**src/hdl/elfr_pkg.sv**
```systemverilog
`default_nettype none

package elfr_pkg;

  // Line control characters
  localparam logic [7:0] FlagStart  = 8'h7E;
  localparam logic [7:0] FlagEsc    = 8'h7D;
  localparam logic [7:0] EscOfEsc   = 8'h5D;
  localparam logic [7:0] EscOfStart = 8'h5E;

  // Register file
  localparam int unsigned AddrWidth = 3;
  localparam int unsigned DataWidth = 32;
  localparam logic RegDestLimit     = 1'b0;
  localparam logic RegLengthOverhead = 1'b1;
  localparam logic [7:0] DestLimitReset      = 8'd127;
  localparam logic [3:0] LengthOverheadReset = 4'd5;

  typedef struct packed {
    logic [7:0] dest_limit;
    logic [3:0] length_overhead;
  } cfg_t;

  typedef struct packed {
    logic [7:0] data_byte;
    logic [8:0] byte_index;
    logic       frame_end;
    logic       frame_accepted;
  } result_t;

endpackage

`default_nettype wire

```
**src/hdl/elfr_cfg_regs.sv**
```systemverilog
`default_nettype none

module elfr_cfg_regs (
  input  wire logic                            clk_i,
  input  wire logic                            rst_ni,
  input  wire logic                            psel,
  input  wire logic                            penable,
  input  wire logic                            pwrite,
  input  wire logic [elfr_pkg::AddrWidth-1:0]  paddr,
  input  wire logic [elfr_pkg::DataWidth-1:0]  pwdata,
  output logic      [elfr_pkg::DataWidth-1:0]  prdata,
  output logic                                 pready,
  output elfr_pkg::cfg_t                       cfg_o
);

  elfr_pkg::cfg_t cfg_q;
  logic           wr_en;
  logic           reg_sel;

  assign pready  = 1'b1;
  assign wr_en   = psel && penable && pwrite;
  assign reg_sel = paddr[2];

  always_ff @(posedge clk_i or negedge rst_ni) begin
    if (!rst_ni) begin
      cfg_q.dest_limit      <= elfr_pkg::DestLimitReset;
      cfg_q.length_overhead <= elfr_pkg::LengthOverheadReset;
    end else if (wr_en) begin
      if (reg_sel == elfr_pkg::RegDestLimit) begin
        cfg_q.dest_limit <= pwdata[7:0];
      end else begin
        cfg_q.length_overhead <= pwdata[3:0];
      end
    end
  end

  always_comb begin
    prdata = '0;
    if (reg_sel == elfr_pkg::RegDestLimit) begin
      prdata[7:0] = cfg_q.dest_limit;
    end else begin
      prdata[3:0] = cfg_q.length_overhead;
    end
  end

  assign cfg_o = cfg_q;

endmodule

`default_nettype wire

```
**src/hdl/elfr_deframe.sv**
```systemverilog
`default_nettype none

module elfr_deframe (
  input  wire logic             clk_i,
  input  wire logic             rst_ni,
  input  wire logic             step_i,
  input  wire logic [7:0]       byte_i,
  input  wire elfr_pkg::cfg_t   cfg_i,
  output logic                  res_valid_o,
  output elfr_pkg::result_t     res_o
);

  logic       start_q, start_d;
  logic       esc_q, esc_d;
  logic [8:0] count_q, count_d;
  logic [8:0] size_q, size_d;
  logic [7:0] first_q, first_d;

  logic [7:0] data;
  logic       keep;
  logic [8:0] count_inc;
  logic [8:0] size_eff;

  always_comb begin
    start_d   = start_q;
    esc_d     = esc_q;
    count_d   = count_q;
    size_d    = size_q;
    first_d   = first_q;
    data      = byte_i;
    keep      = 1'b1;
    count_inc = count_q + 9'd1;
    size_eff  = size_q;
    res_valid_o = 1'b0;
    res_o       = '0;

    if (byte_i == elfr_pkg::FlagStart) begin
      // arm a new frame, abandon any open one
      start_d = 1'b1;
      esc_d   = 1'b0;
      count_d = '0;
    end else if (byte_i == elfr_pkg::FlagEsc) begin
      esc_d = 1'b1;
    end else begin
      if (esc_q) begin
        esc_d = 1'b0;
        if (byte_i == elfr_pkg::EscOfEsc) begin
          data = elfr_pkg::FlagEsc;
        end else if (byte_i == elfr_pkg::EscOfStart) begin
          data = elfr_pkg::FlagStart;
        end else begin
          keep = 1'b0;
        end
      end
      if (keep) begin
        if (start_q) begin
          start_d     = 1'b0;
          first_d     = data;
          count_d     = 9'd1;
          res_valid_o = 1'b1;
        end else if (count_q != '0) begin
          if (count_q == 9'd1) begin
            size_eff = {1'b0, data} + {5'd0, cfg_i.length_overhead};
            size_d   = size_eff;
          end
          res_valid_o      = 1'b1;
          res_o.byte_index = count_q;
          if (count_inc >= size_eff) begin
            res_o.frame_end      = 1'b1;
            res_o.frame_accepted = (first_q < cfg_i.dest_limit);
            count_d              = '0;
          end else begin
            count_d = count_inc;
          end
        end
      end
    end
    res_o.data_byte = data;
  end

  always_ff @(posedge clk_i or negedge rst_ni) begin
    if (!rst_ni) begin
      start_q <= 1'b0;
      esc_q   <= 1'b0;
      count_q <= '0;
      size_q  <= '0;
      first_q <= '0;
    end else if (step_i) begin
      start_q <= start_d;
      esc_q   <= esc_d;
      count_q <= count_d;
      size_q  <= size_d;
      first_q <= first_d;
    end
  end

endmodule

`default_nettype wire

```
**src/hdl/escaped_length_frame_receiver_unit.sv**
```systemverilog
`default_nettype none

// Channel   | Direction | Handshake                  | Payload
// ----------+-----------+----------------------------+-----------------------------------
// rx        | in        | rx_valid_i / rx_stall_o    | rx_byte_i
// result    | out       | out_valid_o / out_stall_i  | data_byte_o, byte_index_o,
//           |           |                            | frame_end_o, frame_accepted_o
// config    | in        | APB (psel, penable, ...)   | dest_limit, length_overhead
//
// One line byte per cycle is taken while rx_stall_o is low; its result, if any,
// is presented from the result register (input register loads at the transfer
// edge, result register once the deframe step advances on that byte).
// Sustained rate is one byte a cycle while the result is not stalled; the deframe step is combinational.
// Reset clears the frame state and loads the register defaults.
// A stalled result holds the pipeline; rx_stall_o rises only while the input
// register is full and cannot advance.

module escaped_length_frame_receiver_unit (
  input  wire logic                            clk_i,
  input  wire logic                            rst_ni,
  input  wire logic                            rx_valid_i,
  output logic                                 rx_stall_o,
  input  wire logic [7:0]                      rx_byte_i,
  output logic                                 out_valid_o,
  input  wire logic                            out_stall_i,
  output logic      [7:0]                      data_byte_o,
  output logic      [8:0]                      byte_index_o,
  output logic                                 frame_end_o,
  output logic                                 frame_accepted_o,
  input  wire logic                            psel,
  input  wire logic                            penable,
  input  wire logic                            pwrite,
  input  wire logic [elfr_pkg::AddrWidth-1:0]  paddr,
  input  wire logic [elfr_pkg::DataWidth-1:0]  pwdata,
  output logic      [elfr_pkg::DataWidth-1:0]  prdata,
  output logic                                 pready
);

  elfr_pkg::cfg_t    cfg;
  elfr_pkg::result_t res;
  elfr_pkg::result_t res_q;
  logic              res_valid;
  logic              in_valid_q;
  logic [7:0]        in_byte_q;
  logic              out_valid_q;
  logic              advance;
  logic              load;

  elfr_cfg_regs u_cfg_regs (
    .clk_i   (clk_i),
    .rst_ni  (rst_ni),
    .psel    (psel),
    .penable (penable),
    .pwrite  (pwrite),
    .paddr   (paddr),
    .pwdata  (pwdata),
    .prdata  (prdata),
    .pready  (pready),
    .cfg_o   (cfg)
  );

  // Advance the deframe step whenever the result register is free or draining.
  assign advance    = !out_valid_q || !out_stall_i;
  assign load       = !in_valid_q || advance;
  assign rx_stall_o = !load;

  elfr_deframe u_deframe (
    .clk_i       (clk_i),
    .rst_ni      (rst_ni),
    .step_i      (in_valid_q && advance),
    .byte_i      (in_byte_q),
    .cfg_i       (cfg),
    .res_valid_o (res_valid),
    .res_o       (res)
  );

  // Input register: take a new transfer whenever it is empty or the held byte moves on.
  always_ff @(posedge clk_i or negedge rst_ni) begin
    if (!rst_ni) begin
      in_valid_q <= 1'b0;
    end else if (load) begin
      in_valid_q <= rx_valid_i;
    end
  end

  always_ff @(posedge clk_i) begin
    if (load && rx_valid_i) begin
      in_byte_q <= rx_byte_i;
    end
  end

  // Result register: hold while stalled, otherwise refill from the step.
  always_ff @(posedge clk_i or negedge rst_ni) begin
    if (!rst_ni) begin
      out_valid_q <= 1'b0;
    end else if (advance) begin
      out_valid_q <= in_valid_q && res_valid;
    end
  end

  always_ff @(posedge clk_i) begin
    if (advance && in_valid_q && res_valid) begin
      res_q <= res;
    end
  end

  assign out_valid_o      = out_valid_q;
  assign data_byte_o      = res_q.data_byte;
  assign byte_index_o     = res_q.byte_index;
  assign frame_end_o      = res_q.frame_end;
  assign frame_accepted_o = res_q.frame_accepted;

endmodule

`default_nettype wire

```
**config.mk**
```make
export PLATFORM = sky130hd
export DESIGN_NAME = escaped_length_frame_receiver_unit
export DESIGN_NICKNAME = d
export VERILOG_FILES = /design/src/hdl/elfr_pkg.sv /design/src/hdl/elfr_cfg_regs.sv /design/src/hdl/elfr_deframe.sv /design/src/hdl/escaped_length_frame_receiver_unit.sv
export SDC_FILE = /design/constraint.sdc
export NUM_CORES = 1
export LEC_CHECK = 0
export BUFFER_PORTS_ARGS = -buffer_cell sky130_fd_sc_hd__clkbuf_2
export CAP_MARGIN = 10
export CORE_ASPECT_RATIO = 0.6
export CORE_MARGIN = 2
export CORE_UTILIZATION = 40
export DETAILED_ROUTE_END_ITERATION = 8
export HOLD_SLACK_MARGIN = 0.15
export PLACE_DENSITY = 0.7
export SLEW_MARGIN = 20
export SYNTH_ARGS = -nofsm -noshare
export SYNTH_HDL_FRONTEND = slang
export SYNTH_HIERARCHICAL = 1
export SYNTH_SLANG_ARGS = --single-unit
```
**constraint.sdc**
```tcl
create_clock -name clk_i -period 5.2 [get_ports clk_i]
set_clock_uncertainty 0.2 [all_clocks]
set_input_delay 0.78 -clock clk_i [delete_from_list [all_inputs] [get_ports clk_i]]
set_output_delay 0.78 -clock clk_i [all_outputs]
set_load 0.01 [all_outputs]
```
Yosys cells after proc, flatten, opt, wreduce, memory -nomap -nowiden
Index checks and enable logic that the tools add are counted.
{ "totals": {"regBits": 69, "input_bits": 50, "output_inout_bits": 54, "elab_cells": 91} }
{ "classes": {"addsub": 2, "magnitude_cmp": 2, "n_eq_ne": 6, "mux": 37, "n_bitwise": 7, "reduce_logical": 23} }
{ "op_table": {"columns": ["cell", "n"], "rows": [
  ["two-way mux 9 bit", 12],
  ["two-way mux 8 bit", 7],
  ["== test 8 x 7 -> 1 bit, second input constant", 4],
  ["two-way mux 1 bit", 15],
  ["adder 8 x 4 -> 9 bit", 1],
  ["adder 9 x 1 -> 9 bit, second input constant", 1],
  ["== test 9 x 1 -> 1 bit, second input constant", 1],
  [">= comparator 9 bit", 1],
  ["nonzero test 9 bit", 1],
  ["< comparator 8 bit", 1],
  ["two-way mux 4 bit", 2],
  ["inverter 1 bit", 7],
  ["logical AND 1 bit", 6],
  ["AND reduction 6 bit", 1],
  ["OR reduction 6 bit", 1],
  ["AND reduction 5 bit", 1],
  ["OR reduction 5 bit", 1],
  ["zero test 1 bit", 4],
  ["AND reduction 2 bit", 2],
  ["AND reduction 4 bit", 1],
  ["AND reduction 3 bit", 1],
  ["nonzero test 3 bit", 1],
  ["logical OR 1 bit", 2],
  ["two-way mux 2 bit", 1],
  ["other kinds (2)", 2]
]} }

Depth between registers and ports, before layout
{ "depth": {"ltp_word": 20, "mapped_depth": 15, "ltp_nobuf": 13} }

Modules after synthesis
Netlist, hierarchy kept.
{ "by_module_without_submodules": {"columns": ["module", "n_inst", "cells_each", "area_each_um2", "seq_area_each_um2"], "rows": [
  ["elfr_deframe", 1, 252, 2413.6, 700.7],
  ["escaped_length_frame_receiver_unit", 1, 38, 909.6, 860.8],
  ["elfr_cfg_regs", 1, 62, 763.2, 311.5]
]} }

Worst setup path before layout
OpenSTA, ideal clock, no wires.
{ "synth_path": {"path_kind": "register to register", "start": "reg in_byte_q[0]", "end": "reg res_q (netlist bit frame_accepted_o), data pin", "setup_ns": 0.190, "arrival_ns": 3.483, "t_required_ns": 4.810, "path_slack_ns": 1.327, "stages_incl_launch_ff": 16, "path_buffers": 3, "period_less_slack_ns": 3.873, "path_cell_list": "edfxtp_1 -> buf_2 -> ha_1 -> fa_1 -> a211o_1 -> o211ai_1 -> o21a_1 -> nor3_1 -> or2_2 -> ha_1 -> nand2_1 -> or3_1 -> buf_2 -> and2_1 -> buf_2 -> a2111oi_2"} }
{ "synth_via": {"elab_chain_cells": 16, "elab_cells_between_ends": 25, "cone_classes": "add/sub (1); order compare (1); eq/ne (4); mux (16); bitwise (2); reduce/logical (1)"} }
{ "synth_lines": {"columns": ["item", "line_no", "rtl"], "rows": [
  ["from (decl)", "escaped_length_frame_receiver_unit.sv:44", "logic [7:0] in_byte_q;"],
  ["from (signal assigned)", "escaped_length_frame_receiver_unit.sv:88", "in_byte_q <= rx_byte_i;"],
  ["== test 8 x 7 -> 1 bit", "elfr_deframe.sv:49", "end else if (byte_i == elfr_pkg::EscOfStart) begin"],
  ["two-way mux 8 bit", "elfr_deframe.sv:49", null],
  ["two-way mux 8 bit", "elfr_deframe.sv:47", "if (byte_i == elfr_pkg::EscOfEsc) begin"],
  ["two-way mux 8 bit", "elfr_deframe.sv:45", "if (esc_q) begin"],
  ["two-way mux 8 bit", "elfr_deframe.sv:42", "end else if (byte_i == elfr_pkg::FlagEsc) begin"],
  ["two-way mux 8 bit", "elfr_deframe.sv:37", "if (byte_i == elfr_pkg::FlagStart) begin"],
  ["adder 8 x 4 -> 9 bit", "elfr_deframe.sv:63", "size_eff = {1'b0, data} + {5'd0, cfg_i.length_overhead};"],
  ["two-way mux 9 bit", "elfr_deframe.sv:62", "if (count_q == 9'd1) begin"],
  ["two-way mux 9 bit", "elfr_deframe.sv:61", "end else if (count_q != '0) begin"],
  ["two-way mux 9 bit", "elfr_deframe.sv:56", "if (start_q) begin"],
  ["two-way mux 9 bit", "elfr_deframe.sv:55", "if (keep) begin"],
  ["two-way mux 9 bit", "elfr_deframe.sv:42", null],
  ["two-way mux 9 bit", "elfr_deframe.sv:37", null],
  [">= comparator 9 bit", "elfr_deframe.sv:68", "if (count_inc >= size_eff) begin"],
  ["inverter 1 bit (no source line)", null, null],
  ["OR reduction 6 bit (no source line) *", null, null],
  ["to (signal assigned)", "escaped_length_frame_receiver_unit.sv:103", "res_q <= res;"],
  ["to (decl)", "escaped_length_frame_receiver_unit.sv:41", "elfr_pkg::result_t res_q;"]
]} }
Mark *: on every way between the ends. The rest lies on a longest branch, timed or not. The select of a mux whose other input is x is not followed.
A chain may end at the register's enable or synchronous reset.

Worst setup path in the final report
Same ends and word-level chain as after synthesis.

==> results.tsv <==
stage	metric	value	unit
outcome	outcome	finished, final reports clean	
yosys	Compound-Gate Fraction of Synth Area	0.0958	
power	pwr dens	535	nW/um^2
yosys	post-synthesis sequential area ratio	0.458	
timing	RSZ-0062 raised after global routing	no	
clocking	TritonCTS Buffers	9	
place	Final GP Congestion	0.845	
global_routing	vias in the first global route	2467	
finish	commonest cells after routing, fill and taps aside	clkbuf_2, dfrtp_1, edfxtp_1	
finish	ant diodes	0	
routing	Starting DRT DRC Count	161	
yosys	post-synthesis simple-gate area fraction	0.149	
worst_setup_path	worst-path fanout max	7	
floorplan	Core Box Area	9910	sq um
global_routing	grt ovf	0	
clocking	Post-CTS Setup Inserts	0	
routing	detailed-route wire length	8310	um
clocking	Sink Count	69	
global_routing	first-pass GRT wire length	13300	um
yosys	Synth Area in XOR/XNOR	0.0276	
finish	Final Net Count	468	
place	PortBufs	52	
worst_setup_path	crit start category	flop	
yosys	Synth area leader	dfrtp_1	
yosys	Syn Area/Cell	11.6	sq um
clocking	clock latency at the later pin of the worst-skew pair	0.34	ns
routing	vias after detailed routing	2707	
yosys	top cells by area, synth	dfrtp_1, edfxtp_1, ha_1	
timing	post-route clock period utilization	0.850	
clocking	Clock Tree Root	clkbuf_16	
worst_setup_path	critical path class	reg2reg	
floorplan	Initial Util	0.412	
routing	post-detailed-route count of antenna-violating nets	0	
worst_hold_path	Hold WC Path Type	reg2reg	
timing	worst relative slew slack	0.524	
clocking	CTS Buffer Depth	2	
routing	residual DRC count	0	
yosys	#FFs+latches synth	69	
power	VDD IR max	0.237	mV
global_routing	initial antenna violation count	0	
yosys	adder-cell share of the synthesized area	0.0784	
floorplan	# rows	28	
global_routing	largest net degree at the start of global routing	43	
yosys	number of distinct library cells after synthesis	68	
routing	mean routed wirelength per cell	15.6	um
place	DP Wirelength	6180	um
timing	min Tclk post-route	4.42	ns
worst_setup_path	Worst EP arrival	4.29	ns
finish	commonest non-fill, non-tap cell in the layout	clkbuf_2	
global_routing	gr usage total	0.162	
clocking	cts hold-fix bufs	0	
worst_setup_path	Crit. End Element	flop	
yosys	top_reg_cell synth	dfrtp_1	
timing	Max Clk Rate	226	MHz
timing	Max Transition Viols Final	0	
yosys	mux cell area share after synthesis	0.0925	
yosys	Synth async-reset ratio	0.609	
timing	Fin. Hold Viols	0	
floorplan	Top Ports	104	
clocking	clk slew on worst S/H paths	0.05	ns
worst_setup_path	CP Data Required Time	5.07	ns
flow_run	max cap viols	0	
clocking	CTS resizes	0	
power	leakage	2.16	nW
floorplan	Die Span X	134	um
yosys	Mapped Cells	352	
finish	Synth-to-Final Area Change	11.8	%
yosys	Post-Syn Area	4090	sq um
timing	final setup violating endpoints	0	
yosys	main combinational cell family by area after synthesis	simple AND/OR/NAND/NOR gates	
floorplan	DIE AREA	11100	sq um
yosys	Ys Warns	6	
routing	vias per cell	5.08	
floorplan	height of the chip	82.3	um
timing	Slew @ Worst Pin	0.704	ns
yosys	number of synthesized flops with an enable pin	27	
clocking	CTS tree	done	
routing	iteration count of the initial detailed-routing pass	5	
yosys	top cell type's share of synthesized area	0.202	
finish	share of post-route cells with drive strength above 1	0.337	
finish	Final Util	0.461	
timing	setup TNS	0	ns
clocking	H-tree depth	3	
## final timing paths
check | startpoint | to | slack, ns | cells after the start
setup / recovery | in_byte_q[0] | frame_accepted_o | 0.78 | 13
hold / removal | u_deframe/size_q[0] | u_deframe/size_q[0] | 0.27 | 2
setup reg to reg | in_byte_q[0] | frame_accepted_o | 0.78 | 13
hold reg to reg | u_deframe/size_q[0] | u_deframe/size_q[0] | 0.27 | 2
max in group asynchronous | rst_ni | u_deframe/count_q[1] | 4.09 | 2
min in group asynchronous | rst_ni | in_valid_q | 0.31 | 2
## registers in the layout, indices dropped and copies added, names as in the netlist
name	cells
in_valid_q	1
in_byte_q	8
byte_index_o	9
frame_end_o	1
out_valid_o	1
frame_accepted_o	1
u_deframe/first_q	8
u_cfg_regs/cfg_o	12
u_deframe/start_q	1
u_deframe/count_q	9
u_deframe/size_q	9
data_byte_o	8
u_deframe/esc_q	1
## stage by stage
step	cells	worst slack (ns)	hold slack [ns]	area [sq um]	total power, mW
after floorplan	375	1.33	0.240	4170	1.62
after global placement	517	1.04	0.253	4290	1.82
after detailed placement	517	0.962	0.257	4290	1.87
after CTS	533	0.888	0.270	4570	2.45
after global routing	533	0.615	0.316	4570	2.61
final	533	0.782	0.267	4570	2.44
## cells by family after synthesis
kind of cell / count (synthesis)
buf+inv: 64
compound gates: 52
fa+ha+maj: 25
other cells: 2
flops: 69
mux: 31
xor+xnor: 12
simple gates: 97
## worst max-delay path: stages (launching register included)
cell and delay, ns:
edfxtp_1 0.51, ha_1 0.27, fa_1 0.44, a211o_1 0.33
o211ai_1 0.20, o21a_1 0.17, nor3_1 0.06, or2_2 0.30
ha_1 0.31, a21oi_1 0.14, o21ai_0 0.14, a41oi_1 0.58
and2_1 0.41, a2111oi_2 0.09
## power breakdown
group / internal (mW) / switching, mW / total (mW)
Clock: 0.349 / 0.223 / 0.572
Combinational: 0.393 / 0.587 / 0.980
Sequential: 0.768 / 0.123 / 0.891
Total: 1.51 / 0.933 / 2.44
## metal layers
layer | wire, um | global-route usage | vias to the layer above
li1 | - | - | 1292
met1 | 4260 | 0.239 | 1320
met4 | 97 | 0.0579 | 0
met3 | 603 | 0.0501 | 9
met5 | 0 | 0 | -
met2 | 3350 | 0.223 | 86
## cell usage after synthesis (7+ instances only)
cell,number
dfstp_2,9
and2_1,10
mux2_4,9
nor2_1,11
inv_1,16
nand2_1,24
ha_1,24
o21ai_0,7
xnor2_1,7
a21oi_1,13
clkbuf_1,8
mux2_2,18
nand4_1,8
nand3_1,7
dfrtp_1,33
edfxtp_1,27
buf_4,25
## final cells by class
cell class	instances	area, sq um
Sequential cell	69	1870
Clock buffer	12	258
Clock inverter	4	21.3
Timing Repair Buffer	54	275
Inverter	17	63.8
Fill cell	921	5350
Multi-Input combinational cell	242	1910
Tap cell	135	169
(Power assumes the default switching activity.)
